### src/rtl/core/dapid_pkg.sv
// ============================================================================
// Dual-axis PID controller package
// Shared constants, register indexes and the microcode table of the
// controller sequencer.
// ============================================================================
package dapid_pkg;

    // Default parameter values
    localparam int ANGLE_WIDTH_DEF    = 16;
    localparam int GAIN_FRAC_BITS_DEF = 8;

    // Fixed field widths
    localparam int REG_W      = 16;  // every configuration register
    localparam int DRIVE_W    = 32;  // drive output / integral
    localparam int INTEG_FRAC = 16;  // fraction bits of the integral

    // Configuration port
    localparam int CFG_ADDR_W = 3;
    localparam logic [CFG_ADDR_W-1:0] REG_GAIN_PROP   = 3'd0;
    localparam logic [CFG_ADDR_W-1:0] REG_GAIN_INTEG  = 3'd1;
    localparam logic [CFG_ADDR_W-1:0] REG_GAIN_DERIV  = 3'd2;
    localparam logic [CFG_ADDR_W-1:0] REG_TARGET_X    = 3'd3;
    localparam logic [CFG_ADDR_W-1:0] REG_TARGET_Y    = 3'd4;
    localparam logic [CFG_ADDR_W-1:0] REG_SAMPLE_PER  = 3'd5;
    localparam logic [CFG_ADDR_W-1:0] REG_SAMPLE_RATE = 3'd6;

    // Register reset values
    localparam logic [REG_W-1:0] SAMPLE_PER_RST  = 16'd655;
    localparam logic [REG_W-1:0] SAMPLE_RATE_RST = 16'd100;

    // Sequencer state
    typedef enum logic [1:0] {
        ST_IDLE = 2'b01,
        ST_RUN  = 2'b10
    } t_seq_state;

    // Microcode fields
    typedef enum logic {
        SEQ_NEXT = 1'b0,   // go to the following step
        SEQ_LOOP = 1'b1    // X axis: jump to target for Y; Y axis: finish item
    } t_seq_op;

    typedef enum logic [2:0] {
        MUL_NONE       = 3'd0,
        MUL_PERIOD_ERR = 3'd1,
        MUL_RATE_DIFF  = 3'd2,
        MUL_GP_ERR     = 3'd3,
        MUL_GI_INT     = 3'd4,
        MUL_GD_DER     = 3'd5
    } t_mul_sel;

    typedef enum logic [1:0] {
        ACC_NONE    = 2'd0,
        ACC_LOAD    = 2'd1,  // acc = product
        ACC_ADD_INT = 2'd2,  // acc += round(product / 2^16)
        ACC_ADD     = 2'd3   // acc += product
    } t_acc_op;

    localparam int UC_STEP_W = 3;

    typedef struct packed {
        t_seq_op                seq;
        logic [UC_STEP_W-1:0]   jump_to;
        logic                   ld_err;  // error = angle - target
        logic                   diff;    // error delta, store last error
        logic                   integ;   // integral update from product
        logic                   clamp;   // derivative from product
        t_mul_sel               mul;
        t_acc_op                acc;
        logic                   drive;   // round, saturate, write drive
    } t_ucode;

    localparam t_ucode UC_NOP = '{
        seq: SEQ_NEXT, jump_to: '0, ld_err: 1'b0, diff: 1'b0, integ: 1'b0,
        clamp: 1'b0, mul: MUL_NONE, acc: ACC_NONE, drive: 1'b0
    };

    // One pass of the program handles one axis
    function automatic t_ucode ucode_rom(input logic [UC_STEP_W-1:0] step);
        t_ucode uc;
        uc = UC_NOP;
        case (step)
            3'd0: uc.ld_err = 1'b1;
            3'd1: begin
                uc.diff = 1'b1;
                uc.mul  = MUL_PERIOD_ERR;
            end
            3'd2: begin
                uc.integ = 1'b1;
                uc.mul   = MUL_RATE_DIFF;
            end
            3'd3: begin
                uc.clamp = 1'b1;
                uc.mul   = MUL_GP_ERR;
            end
            3'd4: begin
                uc.acc = ACC_LOAD;
                uc.mul = MUL_GI_INT;
            end
            3'd5: begin
                uc.acc = ACC_ADD_INT;
                uc.mul = MUL_GD_DER;
            end
            3'd6: uc.acc = ACC_ADD;
            3'd7: begin
                uc.drive   = 1'b1;
                uc.seq     = SEQ_LOOP;
                uc.jump_to = 3'd0;
            end
            default: uc = UC_NOP;
        endcase
        return uc;
    endfunction

endpackage

### src/rtl/core/dual_axis_pid_controller_core.sv
// ============================================================================
// Dual-axis PID controller core
// Discrete PID loop for two axes on one shared multiplier, run by a
// microcoded sequencer.
// ============================================================================
// Usage:
//   s_axis carries one item per transfer: angle_x in the low ANGLE_WIDTH bits
//   of tdata, angle_y above it. m_axis returns drive_x (bits 31:0) and
//   drive_y (bits 63:32), one result per input item, in order.
//   Gains, targets, sample period and sample rate are written through the
//   i_cfg_* port while the block is idle; index 7 is ignored.
// Timing:
//   An item's result is shown after an 8-step microprogram has run once
//   per axis. Every step does at most one pass through the shared
//   multiplier, so the microprogram length sets the rate; a new item is
//   taken only in the idle state, after the last one is finished.
// Reset (synchronous, active low):
//   Integrals and last errors clear, registers return to their defaults,
//   no result is pending.
// Stall:
//   The result sits in an output register; the next item is taken and
//   worked on meanwhile. If the result is still not taken when the next one
//   is finished, the sequencer holds on its last step.
// ============================================================================
module dual_axis_pid_controller_core #(
    parameter int ANGLE_WIDTH    = dapid_pkg::ANGLE_WIDTH_DEF,
    parameter int GAIN_FRAC_BITS = dapid_pkg::GAIN_FRAC_BITS_DEF,
    localparam int IN_TW         = ((2 * ANGLE_WIDTH + 7) / 8) * 8
) (
    input  logic                              i_clk,
    input  logic                              i_rst_n,
    // s_axis_tdata: angle_x, angle_y
    input  logic                              s_axis_tvalid,
    output logic                              s_axis_tready,
    input  logic [IN_TW-1:0]                  s_axis_tdata,
    // m_axis_tdata: drive_x, drive_y
    output logic                              m_axis_tvalid,
    input  logic                              m_axis_tready,
    output logic [2*dapid_pkg::DRIVE_W-1:0]   m_axis_tdata,
    input  logic                              i_cfg_wr_en,
    input  logic [dapid_pkg::CFG_ADDR_W-1:0]  i_cfg_addr,
    input  logic [dapid_pkg::REG_W-1:0]       i_cfg_wdata
);

    // Widths of the datapath
    localparam int AW      = ANGLE_WIDTH;
    localparam int EW      = ((AW > dapid_pkg::REG_W) ? AW : dapid_pkg::REG_W) + 1;
    localparam int DFW     = EW + 1;
    localparam int DVW_RAW = DFW + dapid_pkg::REG_W + 1;
    localparam int DVW     = (DVW_RAW > 49) ? 49 : DVW_RAW;
    localparam int MA      = DVW;
    localparam int MB      = dapid_pkg::REG_W + 1;
    localparam int PW      = MA + MB;
    localparam int ACW     = PW + 2;
    localparam int DW      = dapid_pkg::DRIVE_W;

    localparam logic signed [PW-1:0]  DLIM_P = PW'(48'h8000_0000_0000);
    localparam logic signed [PW-1:0]  DLIM_N = -DLIM_P;
    localparam logic signed [PW-1:0]  RND_I  = PW'(32'd1 << (dapid_pkg::INTEG_FRAC - 1));
    localparam logic signed [ACW-1:0] RND_G  = ACW'((64'd1 << GAIN_FRAC_BITS) >> 1);
    localparam logic signed [ACW-1:0] SAT_HI = ACW'(32'sh7FFF_FFFF);
    localparam logic signed [ACW-1:0] SAT_LO = ACW'(32'sh8000_0000);

    function automatic logic signed [DW-1:0] sat32(input logic signed [ACW-1:0] v);
        if (v > SAT_HI) begin
            return 32'sh7FFF_FFFF;
        end else if (v < SAT_LO) begin
            return 32'sh8000_0000;
        end
        return v[DW-1:0];
    endfunction

    // Configuration registers
    logic signed [dapid_pkg::REG_W-1:0] r_gain_p, r_gain_i, r_gain_d;
    logic signed [dapid_pkg::REG_W-1:0] r_target_x, r_target_y;
    logic        [dapid_pkg::REG_W-1:0] r_period, r_rate;

    // Controller state
    logic signed [DW-1:0] r_integ_x, r_integ_y;
    logic signed [EW-1:0] r_prev_x, r_prev_y;

    // Sequencer
    dapid_pkg::t_seq_state              r_state, n_state;
    logic [dapid_pkg::UC_STEP_W-1:0]    r_step, n_step;
    logic                               r_axis, n_axis;
    dapid_pkg::t_ucode                  uc;
    logic                               emit_ok, stall, accept, emit;

    // Datapath registers
    logic signed [AW-1:0]  r_ang_x, r_ang_y;
    logic signed [EW-1:0]  r_err;
    logic signed [DFW-1:0] r_diff;
    logic signed [DVW-1:0] r_deriv;
    logic signed [PW-1:0]  r_prod;
    logic signed [ACW-1:0] r_acc;
    logic signed [DW-1:0]  r_drive_x;
    logic signed [DW-1:0]  r_out_x, r_out_y;
    logic                  r_out_valid;

    // Datapath intermediates
    logic signed [AW-1:0]               ang_sel;
    logic signed [dapid_pkg::REG_W-1:0] target_sel;
    logic signed [DW-1:0]               integ_sel;
    logic signed [EW-1:0]               prev_sel;
    logic signed [MA-1:0]               mul_a;
    logic signed [MB-1:0]               mul_b;
    logic signed [PW-1:0]               mul_p;
    logic signed [PW:0]                 integ_sum;
    logic signed [DW-1:0]               integ_new;
    logic signed [PW-1:0]               deriv_clamped;
    logic signed [PW-1:0]               int_term;
    logic signed [ACW-1:0]              acc_rnd;
    logic signed [DW-1:0]               drive_new;

    // Handshakes
    assign s_axis_tready = (r_state == dapid_pkg::ST_IDLE);
    assign accept        = s_axis_tvalid && s_axis_tready;
    assign m_axis_tvalid = r_out_valid;
    assign m_axis_tdata  = {r_out_y, r_out_x};

    // Control word of the current step
    assign uc      = dapid_pkg::ucode_rom(r_step);
    assign emit_ok = !r_out_valid || m_axis_tready;
    assign stall   = (r_state == dapid_pkg::ST_RUN) && (uc.seq == dapid_pkg::SEQ_LOOP)
                     && r_axis && !emit_ok;
    assign emit    = (r_state == dapid_pkg::ST_RUN) && (uc.seq == dapid_pkg::SEQ_LOOP)
                     && r_axis && emit_ok;

    // Step counter and conditional jump
    always_comb begin
        n_state = r_state;
        n_step  = r_step;
        n_axis  = r_axis;
        unique case (r_state)
            dapid_pkg::ST_IDLE: begin
                if (accept) begin
                    n_state = dapid_pkg::ST_RUN;
                    n_step  = '0;
                    n_axis  = 1'b0;
                end
            end
            dapid_pkg::ST_RUN: begin
                if (!stall) begin
                    if (uc.seq == dapid_pkg::SEQ_NEXT) begin
                        n_step = r_step + 1'b1;
                    end else if (!r_axis) begin
                        n_axis = 1'b1;
                        n_step = uc.jump_to;
                    end else begin
                        n_state = dapid_pkg::ST_IDLE;
                    end
                end
            end
            default: n_state = dapid_pkg::ST_IDLE;
        endcase
    end

    // Axis selection
    assign ang_sel    = r_axis ? r_ang_y : r_ang_x;
    assign target_sel = r_axis ? r_target_y : r_target_x;
    assign integ_sel  = r_axis ? r_integ_y : r_integ_x;
    assign prev_sel   = r_axis ? r_prev_y : r_prev_x;

    // Shared multiplier operands
    always_comb begin
        mul_a = '0;
        mul_b = '0;
        unique case (uc.mul)
            dapid_pkg::MUL_NONE: begin
                mul_a = '0;
                mul_b = '0;
            end
            dapid_pkg::MUL_PERIOD_ERR: begin
                mul_a = MA'(r_err);
                mul_b = $signed({1'b0, r_period});
            end
            dapid_pkg::MUL_RATE_DIFF: begin
                mul_a = MA'(r_diff);
                mul_b = $signed({1'b0, r_rate});
            end
            dapid_pkg::MUL_GP_ERR: begin
                mul_a = MA'(r_err);
                mul_b = MB'(r_gain_p);
            end
            dapid_pkg::MUL_GI_INT: begin
                mul_a = MA'(integ_sel);
                mul_b = MB'(r_gain_i);
            end
            dapid_pkg::MUL_GD_DER: begin
                mul_a = MA'(r_deriv);
                mul_b = MB'(r_gain_d);
            end
            default: begin
                mul_a = '0;
                mul_b = '0;
            end
        endcase
    end

    assign mul_p = mul_a * mul_b;

    // Saturating integral
    assign integ_sum = (PW + 1)'(integ_sel) + (PW + 1)'(r_prod);
    assign integ_new = sat32(ACW'(integ_sum));

    // Derivative clamp
    always_comb begin
        if (r_prod > DLIM_P) begin
            deriv_clamped = DLIM_P;
        end else if (r_prod < DLIM_N) begin
            deriv_clamped = DLIM_N;
        end else begin
            deriv_clamped = r_prod;
        end
    end

    // Integral term back to gain scale, round half up
    assign int_term = (r_prod + RND_I) >>> dapid_pkg::INTEG_FRAC;

    // Final round and saturate
    assign acc_rnd   = (r_acc + RND_G) >>> GAIN_FRAC_BITS;
    assign drive_new = sat32(acc_rnd);

    // Control registers and state
    always_ff @(posedge i_clk) begin
        if (!i_rst_n) begin
            r_state     <= dapid_pkg::ST_IDLE;
            r_step      <= '0;
            r_axis      <= 1'b0;
            r_out_valid <= 1'b0;
            r_integ_x   <= '0;
            r_integ_y   <= '0;
            r_prev_x    <= '0;
            r_prev_y    <= '0;
            r_gain_p    <= '0;
            r_gain_i    <= '0;
            r_gain_d    <= '0;
            r_target_x  <= '0;
            r_target_y  <= '0;
            r_period    <= dapid_pkg::SAMPLE_PER_RST;
            r_rate      <= dapid_pkg::SAMPLE_RATE_RST;
        end else begin
            r_state <= n_state;
            r_step  <= n_step;
            r_axis  <= n_axis;

            // Output register
            if (emit) begin
                r_out_valid <= 1'b1;
            end else if (m_axis_tready) begin
                r_out_valid <= 1'b0;
            end

            // Per-axis state
            if (r_state == dapid_pkg::ST_RUN && uc.diff) begin
                if (r_axis) begin
                    r_prev_y <= r_err;
                end else begin
                    r_prev_x <= r_err;
                end
            end
            if (r_state == dapid_pkg::ST_RUN && uc.integ) begin
                if (r_axis) begin
                    r_integ_y <= integ_new;
                end else begin
                    r_integ_x <= integ_new;
                end
            end

            // Register writes
            if (i_cfg_wr_en) begin
                unique case (i_cfg_addr)
                    dapid_pkg::REG_GAIN_PROP:   r_gain_p   <= i_cfg_wdata;
                    dapid_pkg::REG_GAIN_INTEG:  r_gain_i   <= i_cfg_wdata;
                    dapid_pkg::REG_GAIN_DERIV:  r_gain_d   <= i_cfg_wdata;
                    dapid_pkg::REG_TARGET_X:    r_target_x <= i_cfg_wdata;
                    dapid_pkg::REG_TARGET_Y:    r_target_y <= i_cfg_wdata;
                    dapid_pkg::REG_SAMPLE_PER:  r_period   <= i_cfg_wdata;
                    dapid_pkg::REG_SAMPLE_RATE: r_rate     <= i_cfg_wdata;
                    default: ;
                endcase
            end
        end
    end

    // Datapath registers
    always_ff @(posedge i_clk) begin
        if (accept) begin
            r_ang_x <= s_axis_tdata[AW-1:0];
            r_ang_y <= s_axis_tdata[2*AW-1:AW];
        end
        if (r_state == dapid_pkg::ST_RUN) begin
            if (uc.ld_err) begin
                r_err <= EW'(ang_sel) - EW'(target_sel);
            end
            if (uc.diff) begin
                r_diff <= DFW'(r_err) - DFW'(prev_sel);
            end
            if (uc.clamp) begin
                r_deriv <= deriv_clamped[DVW-1:0];
            end
            if (uc.mul != dapid_pkg::MUL_NONE) begin
                r_prod <= mul_p;
            end
            case (uc.acc)
                dapid_pkg::ACC_LOAD:    r_acc <= ACW'(r_prod);
                dapid_pkg::ACC_ADD_INT: r_acc <= r_acc + ACW'(int_term);
                dapid_pkg::ACC_ADD:     r_acc <= r_acc + ACW'(r_prod);
                default: ;
            endcase
            if (uc.drive && !r_axis) begin
                r_drive_x <= drive_new;
            end
            if (emit) begin
                r_out_x <= r_drive_x;
                r_out_y <= drive_new;
            end
        end
    end

endmodule

### config.mk
export PLATFORM = sky130hd
export DESIGN_NAME = dual_axis_pid_controller_core
export DESIGN_NICKNAME = d
export VERILOG_FILES = /design/src/rtl/core/dapid_pkg.sv /design/src/rtl/core/dual_axis_pid_controller_core.sv
export SDC_FILE = /design/constraint.sdc
export NUM_CORES = 2
export LEC_CHECK = 0
export ABC_AREA = 1
export BUFFER_PORTS_ARGS = -buffer_cell sky130_fd_sc_hd__buf_2
export CORE_UTILIZATION = 41
export DETAILED_ROUTE_END_ITERATION = 10
export PLACE_DENSITY = 0.63
export SYNTH_ARGS = -nofsm -noshare
export SYNTH_HDL_FRONTEND = slang
export SYNTH_SLANG_ARGS = --single-unit
### constraint.sdc
create_clock -name i_clk -period 9.2 [get_ports i_clk]
set_input_delay 1.38 -clock i_clk [delete_from_list [all_inputs] [get_ports i_clk]]
set_output_delay 1.38 -clock i_clk [all_outputs]
set_load 0.01 [all_outputs]
Word level (Yosys, flattened, before mapping)
Cells that the tools add are included.
- flip-flop bits (word level): 521
- bits of input ports: 56
- output and inout port bits: 66
- logic and storage cells: 151
- add/sub/neg operators: 8
- $mul: 1
- magnitude comparators: 6
- eq/ne operators: 28
- mux-type cells: 41
- bitwise operators: 1
- reductions and logical operators: 41
- operator list (cell ; count):
    32-bit 2-to-1 mux ; 7
    54-bit one-hot mux with 3 select lines ; 1
    35-bit one-hot mux with 4 select lines ; 1
    17-bit one-hot mux with 5 select lines ; 1
    54-bit by 36-bit adder with 54-bit output ; 1
    54-bit by 52-bit adder with 54-bit output ; 1
    54-bit by 9-bit adder with 54-bit output, second input constant ; 1
    32-bit by 52-bit adder with 53-bit output ; 1
    53-bit by 32-bit > comparator with 1-bit output, second input constant ; 1
    53-bit by 32-bit < comparator with 1-bit output, second input constant ; 1
    52-bit by 17-bit adder with 52-bit output, second input constant ; 1
    52-bit by 49-bit > comparator with 1-bit output, second input constant ; 1
    52-bit by 48-bit < comparator with 1-bit output, second input constant ; 1
    35-bit by 17-bit multiplier with 52-bit output ; 1
    46-bit by 32-bit > comparator with 1-bit output, second input constant ; 1
    46-bit by 32-bit < comparator with 1-bit output, second input constant ; 1
    2-bit AND reduction ; 18
    16-bit 2-to-1 mux ; 2
    3-bit == test, second input constant ; 9
    3-bit by 2-bit == test with 1-bit output, second input constant ; 6
    17-bit by 17-bit subtractor with 18-bit output ; 1
    17-bit 2-to-1 mux ; 1
    16-bit by 16-bit subtractor with 17-bit output ; 1
    3-bit one-hot mux with 5 select lines ; 1
    other kinds (24) ; 65

Longest topological paths before layout
- depth after elaboration: 7
- mapped depth: 40
- depth with buffers taken out: 39

Least setup slack after synthesis
No wires, ideal clock.
- path kind: register to register
- start point: register r_step[1] (netlist bit)
- end point: register r_prod[51] (data pin)
- library setup time: 0.265 ns
- arrival time: 7.391 ns
- required time: 8.935 ns
- setup slack: 1.544 ns
- cell stages (with the launch flop): 33
- path buffers: 1
- period minus slack after synthesis: 7.656 ns
- cell sequence: dfxtp_1 > inv_1 > ha_1 > nand2_1 > nand2_1 > nor2_1 > inv_2 > nor2_1 > inv_1 > nand2_1 > buf_2 > nand2_1 > inv_1 > nand2_1 > fa_1 > inv_1 > fa_1 > inv_1 > fa_1 > inv_1 > fa_1 > fa_1 > inv_1 > fa_1 > inv_1 > ha_1 > inv_1 > nor3_1 > nand2_1 > nor2_1 > inv_1 > o21ai_0 > xor2_1
- longest elaborated chain between the ends: 6
- elaborated cells on any way between the ends: 15
- those cells by class: 1 x mul; 10 x eq/ne; 3 x mux; 1 x reduce/logical
- RTL lines (what ; line ; source):
    from (decl) ; dual_axis_pid_controller_core.sv:84 ; logic [dapid_pkg::UC_STEP_W-1:0] r_step, n_step;
    from (signal assigned) ; dual_axis_pid_controller_core.sv:244 ; r_step <= n_step;
    3-bit == test, or another cell as far along ; dapid_pkg.sv:82 ; case (step)
    3-bit one-hot mux with 5 select lines (*) ; dapid_pkg.sv:82 ;
    3-bit by 2-bit == test with 1-bit output or 3-bit by 1-bit == test with 1-bit output (tied branches) ; dual_axis_pid_controller_core.sv:168 ; unique case (uc.mul)
    2-bit OR reduction (no line) ; - ;
    35-bit one-hot mux with 4 select lines ; dual_axis_pid_controller_core.sv:168 ;
    35-bit by 17-bit multiplier with 52-bit output (*) ; dual_axis_pid_controller_core.sv:200 ; assign mul_p = mul_a * mul_b;
    via mul_p[51] ; dual_axis_pid_controller_core.sv:107 ; logic signed [PW-1:0] mul_p;
    to (signal assigned) ; dual_axis_pid_controller_core.sv:303 ; r_prod <= mul_p;
    to (decl) ; dual_axis_pid_controller_core.sv:94 ; logic signed [PW-1:0] r_prod;
The timed path passes the listed nets; every way through them passes the cells marked *.
A chain may end at the register's enable or synchronous reset.

Worst setup path after layout
- start point: register r_step[1] (netlist bit)
- end point: register r_prod[50] (data pin)
Same word-level chain as after synthesis.

==> reports/results.tsv <==
stage	metric	value	unit
timing	RSZ-0062 raised after global routing	false	
floorplanning	initial cell density of the core	0.414	
synthesis	Mapped Avg Cell Area	7.66	sq um
global_routing	global-route wire length before repair	270000	um
worst_setup_path	CP required	9610	ps
timing	Final Slew Violations	0	
worst_hold_path	worst min-delay path category	flop to flop	
timing	Final Hold Vio Count	0	
synthesis	Compound-Gate Fraction of Synth Area	0.0995	
clock_tree	Inserted Clock Buffers	56	
routing	Post-Route WL	176000	um
worst_setup_path	crit path max-delay cell type	fa_1	
worst_setup_path	delay of the slowest critical-path stage	550	ps
clock_tree	post-cts hold buffer count	0	
synthesis	simple-gate area share of the yosys netlist	0.219	
global_routing	global-route layer with the greatest usage	met2	
synthesis	Post-Syn Area	0.0527	sq mm
clock_tree	clock root buffer	clkbuf_16	
finish	Final nets	7884	
timing	setup tns final	0	ps
routing	Iter 0 DRT Violations	4035	
timing	Worst-Margin Slew	1290	ps
routing	vias per cell	5.27	
clock_tree	H-tree levels	2	
routing	via count	45900	
synthesis	synth warn	0	
finish	share of cells above drive strength 1	0.0652	
pwr	Peak VDD IR	0.153	mV
routing	DRC Markers	0	
routing	DR WL/cell	20.2	um
global_routing	GRT Util Overall	0.269	
clock_tree	clock-pin slew on the worst setup and hold paths	60	ps
clock_tree	clk_lat worst skew	670	ps
worst_setup_path	WP buf/inv	10	
placed_design	placed cells	8592	
synthesis	largest family of logic cells by synthesized area	adder cells	
synthesis	ys async rst share	0	
placed_design	RD Place Congestion	0.980	
synthesis	Top FF cell, synth	edfxtp_1	
worst_setup_path	critical path data arrival time	9230	ps
synthesis	cell taking the most area after synthesis	fa_1	
synthesis	post-synth net total	7782	
floorplanning	I/O Pins	122	
global_routing	Overflow after GRT	0	
floorplanning	Die ar.	0.130	sq mm
worst_setup_path	CP Launch Type	flop	
global_routing	met2 Usage GRT	0.433	
finish	final-layout fill cell count	13000	
timing	Tmin final	8820	ps
floorplanning	die height	361	um
synthesis	post-synthesis adder-cell area fraction	0.280	
clock_tree	Clock Path Buffers	3	
worst_setup_path	CP Class	flop to flop	
worst_setup_path	CP endpoint kind	flop	
floorplanning	Die Width	361	um
global_routing	met3 Usage GRT	0.0348	
clock_tree	CTS tree	built	
synthesis	number of flops mapped to enable cells by yosys	304	
finish	most frequent cells in the layout	nand2_1, inv_1, nor2_1	
clock_tree	postcts setup bufs	0	
finish	non-filler cells, final	8699	
synthesis	Synth Area in XOR/XNOR	0.0329	
clock_tree	clk sinks	521	
synthesis	sequential area share after synthesis	0.255	
floorplanning	Std-Cell Rows	131	
synthesis	share of the synthesized area in the top cell type	0.216	
timing	crit share post-route	0.958	
global_routing	initial antenna violation count	3	
synthesis	Synth area leaders	fa_1, edfxtp_1, nand2_1, inv_1, dfxtp_1	
timing	headroom to the max-slew limit	0.131	
timing	Setup Skew	40.2	ps
placed_design	post-DP HPWL	140000	um
finish	Final Core Density	0.451	
worst_setup_path	Crit path max-delay family	adder cells	
floorplanning	core box area	0.128	sq mm
global_routing	vias in the first global route	45100	
synthesis	count of state elements after synthesis	521	
timing	Worst Setup Slack, final	384	ps
outcome	status	finished, final reports clean	
worst_setup_path	CP max FO	14	
placed_design	Port Buffers	121	
placed_design	dpl ws	-140	ps
synthesis	mux share of post-synthesis cell area	0.000380	
global_routing	met1 Use GR	0.368	
timing	fmax	113	MHz
pwr	Lkg Pwr	27.3	nW
routing	first drt pass iteration count	6	
timing	Setup-failing EPs final	0	
finish	area growth from synthesis to layout	9.05	%
routing	remaining antenna violation count	0	
finish	most common cell after layout, fill and taps aside	nand2_1	
run	max_cap viols	0	
synthesis	Syn Inst Count	6886	
synthesis	Cell variety after synth	60	
global_routing	largest net degree at the start of global routing	105	
pwr	Power Dens Cells	103	mW/mm^2
==> final timing paths <==
kind | startpoint | endpoint | slack, ps | cells past startpoint
setup / recovery | r_step[1]$_SDFFE_PN0P_ | r_prod[50]$_DFFE_PP_ | 380 | 34
hold / removal | r_drive_x[18]$_DFFE_PP_ | r_out_x[18]$_DFFE_PP_ | 410 | 0
setup reg to reg | r_step[1]$_SDFFE_PN0P_ | r_prod[50]$_DFFE_PP_ | 380 | 34
hold reg to reg | r_drive_x[18]$_DFFE_PP_ | r_out_x[18]$_DFFE_PP_ | 410 | 0
==> area by class of cell <==
type	instances	area (sq um)	share of cell area
Antenna cell	2	5.00	0.0000870
Tap cell	1662	2080	0.0362
Timing Repair Buffer	237	1490	0.0259
Clock buffer	71	1480	0.0257
Sequential cell	521	13500	0.234
Multi-Input combinational cell	4798	33500	0.582
Clock inverter	34	330	0.00574
Inverter	1374	5190	0.0903
==> power breakdown <==
group / switching (mW) / internal [mW]
clock network: 1.03 / 1.24
logic: 0.659 / 0.331
registers: 0.0598 / 2.59
==> metrics by stage <==
stage / cell area [sq um] / hold WS, ps / total power [mW]
after CTS: 57400 / 402 / 5.95
final: 57500 / 409 / 5.91
after floorplan: 52700 / 400 / 3.40
after global routing: 57500 / 424 / 6.19
after detailed placement: 55600 / 405 / 3.68
after global placement: 55600 / 402 / 3.67
==> cells by family (layout without fill, tap and decap cells) <==
logic type | after synthesis | count (layout)
muxes | 2 | 2
adders and majority gates | 840 | 840
buffers and inverters | 1567 | 1716
other | 0 | 2
xor gates and xnor gates | 198 | 198
AOI/OAI and AO/OA | 939 | 939
DFF | 521 | 521
and+or+nand+nor | 2819 | 2819
==> cell usage after synthesis (64+ instances only) <==
| cell | instances |
|---|---|
| xnor2_1 | 73 |
| nand4_1 | 64 |
| xor2_1 | 125 |
| ha_1 | 270 |
| inv_1 | 1323 |
| clkbuf_1 | 146 |
| o21ai_0 | 408 |
| fa_1 | 570 |
| edfxtp_1 | 304 |
| nand2_1 | 1450 |
| a21oi_1 | 335 |
| nand3_1 | 207 |
| dfxtp_1 | 217 |
| nor2_1 | 904 |
==> metal layers <==
layer,vias up,part of all wire
met5,-,0.000063
met4,2,0.042
met1,22100,0.44
li1,21700,-
met3,362,0.067
met2,1723,0.45
==> registers in the layout, indices dropped and copies added (netlist names), 16 cells and up <==
signal and cells:
r_integ_y 32, r_out_x 32, r_target_x 16, r_period 16, r_integ_x 32, r_prev_y 17
r_target_y 16, r_prev_x 17, r_gain_p 16, r_err 17, r_ang_x 16, r_ang_y 16
r_gain_i 16, r_diff 18, r_gain_d 16, r_acc 54, r_rate 16, r_drive_x 32
r_prod 52, r_out_y 32, r_deriv 35
==> what timing repair did <==
| action | 4_1_cts | 5_1_grt |
|---|---|---|
| hold endpoints to repair | 0 | 0 |
| endpoints found under the setup margin | 13 | 24 |
| gates resized for setup | 2 | 24 |
| cloned | 0 | 0 |
==> worst reg2reg max path, delay by kind of cell (launching register included) <==
family / cells / cell delay [ps]
adder cells (fa/ha/maj): 8 / 3580
AO/OA/AOI/OAI: 8 / 1920
buffers and inverters: 10 / 1330
XOR/XNOR: 1 / 90
flip-flops: 1 / 440
AND/OR/NAND/NOR: 7 / 1200
Power figures use the tool's default switching activity.
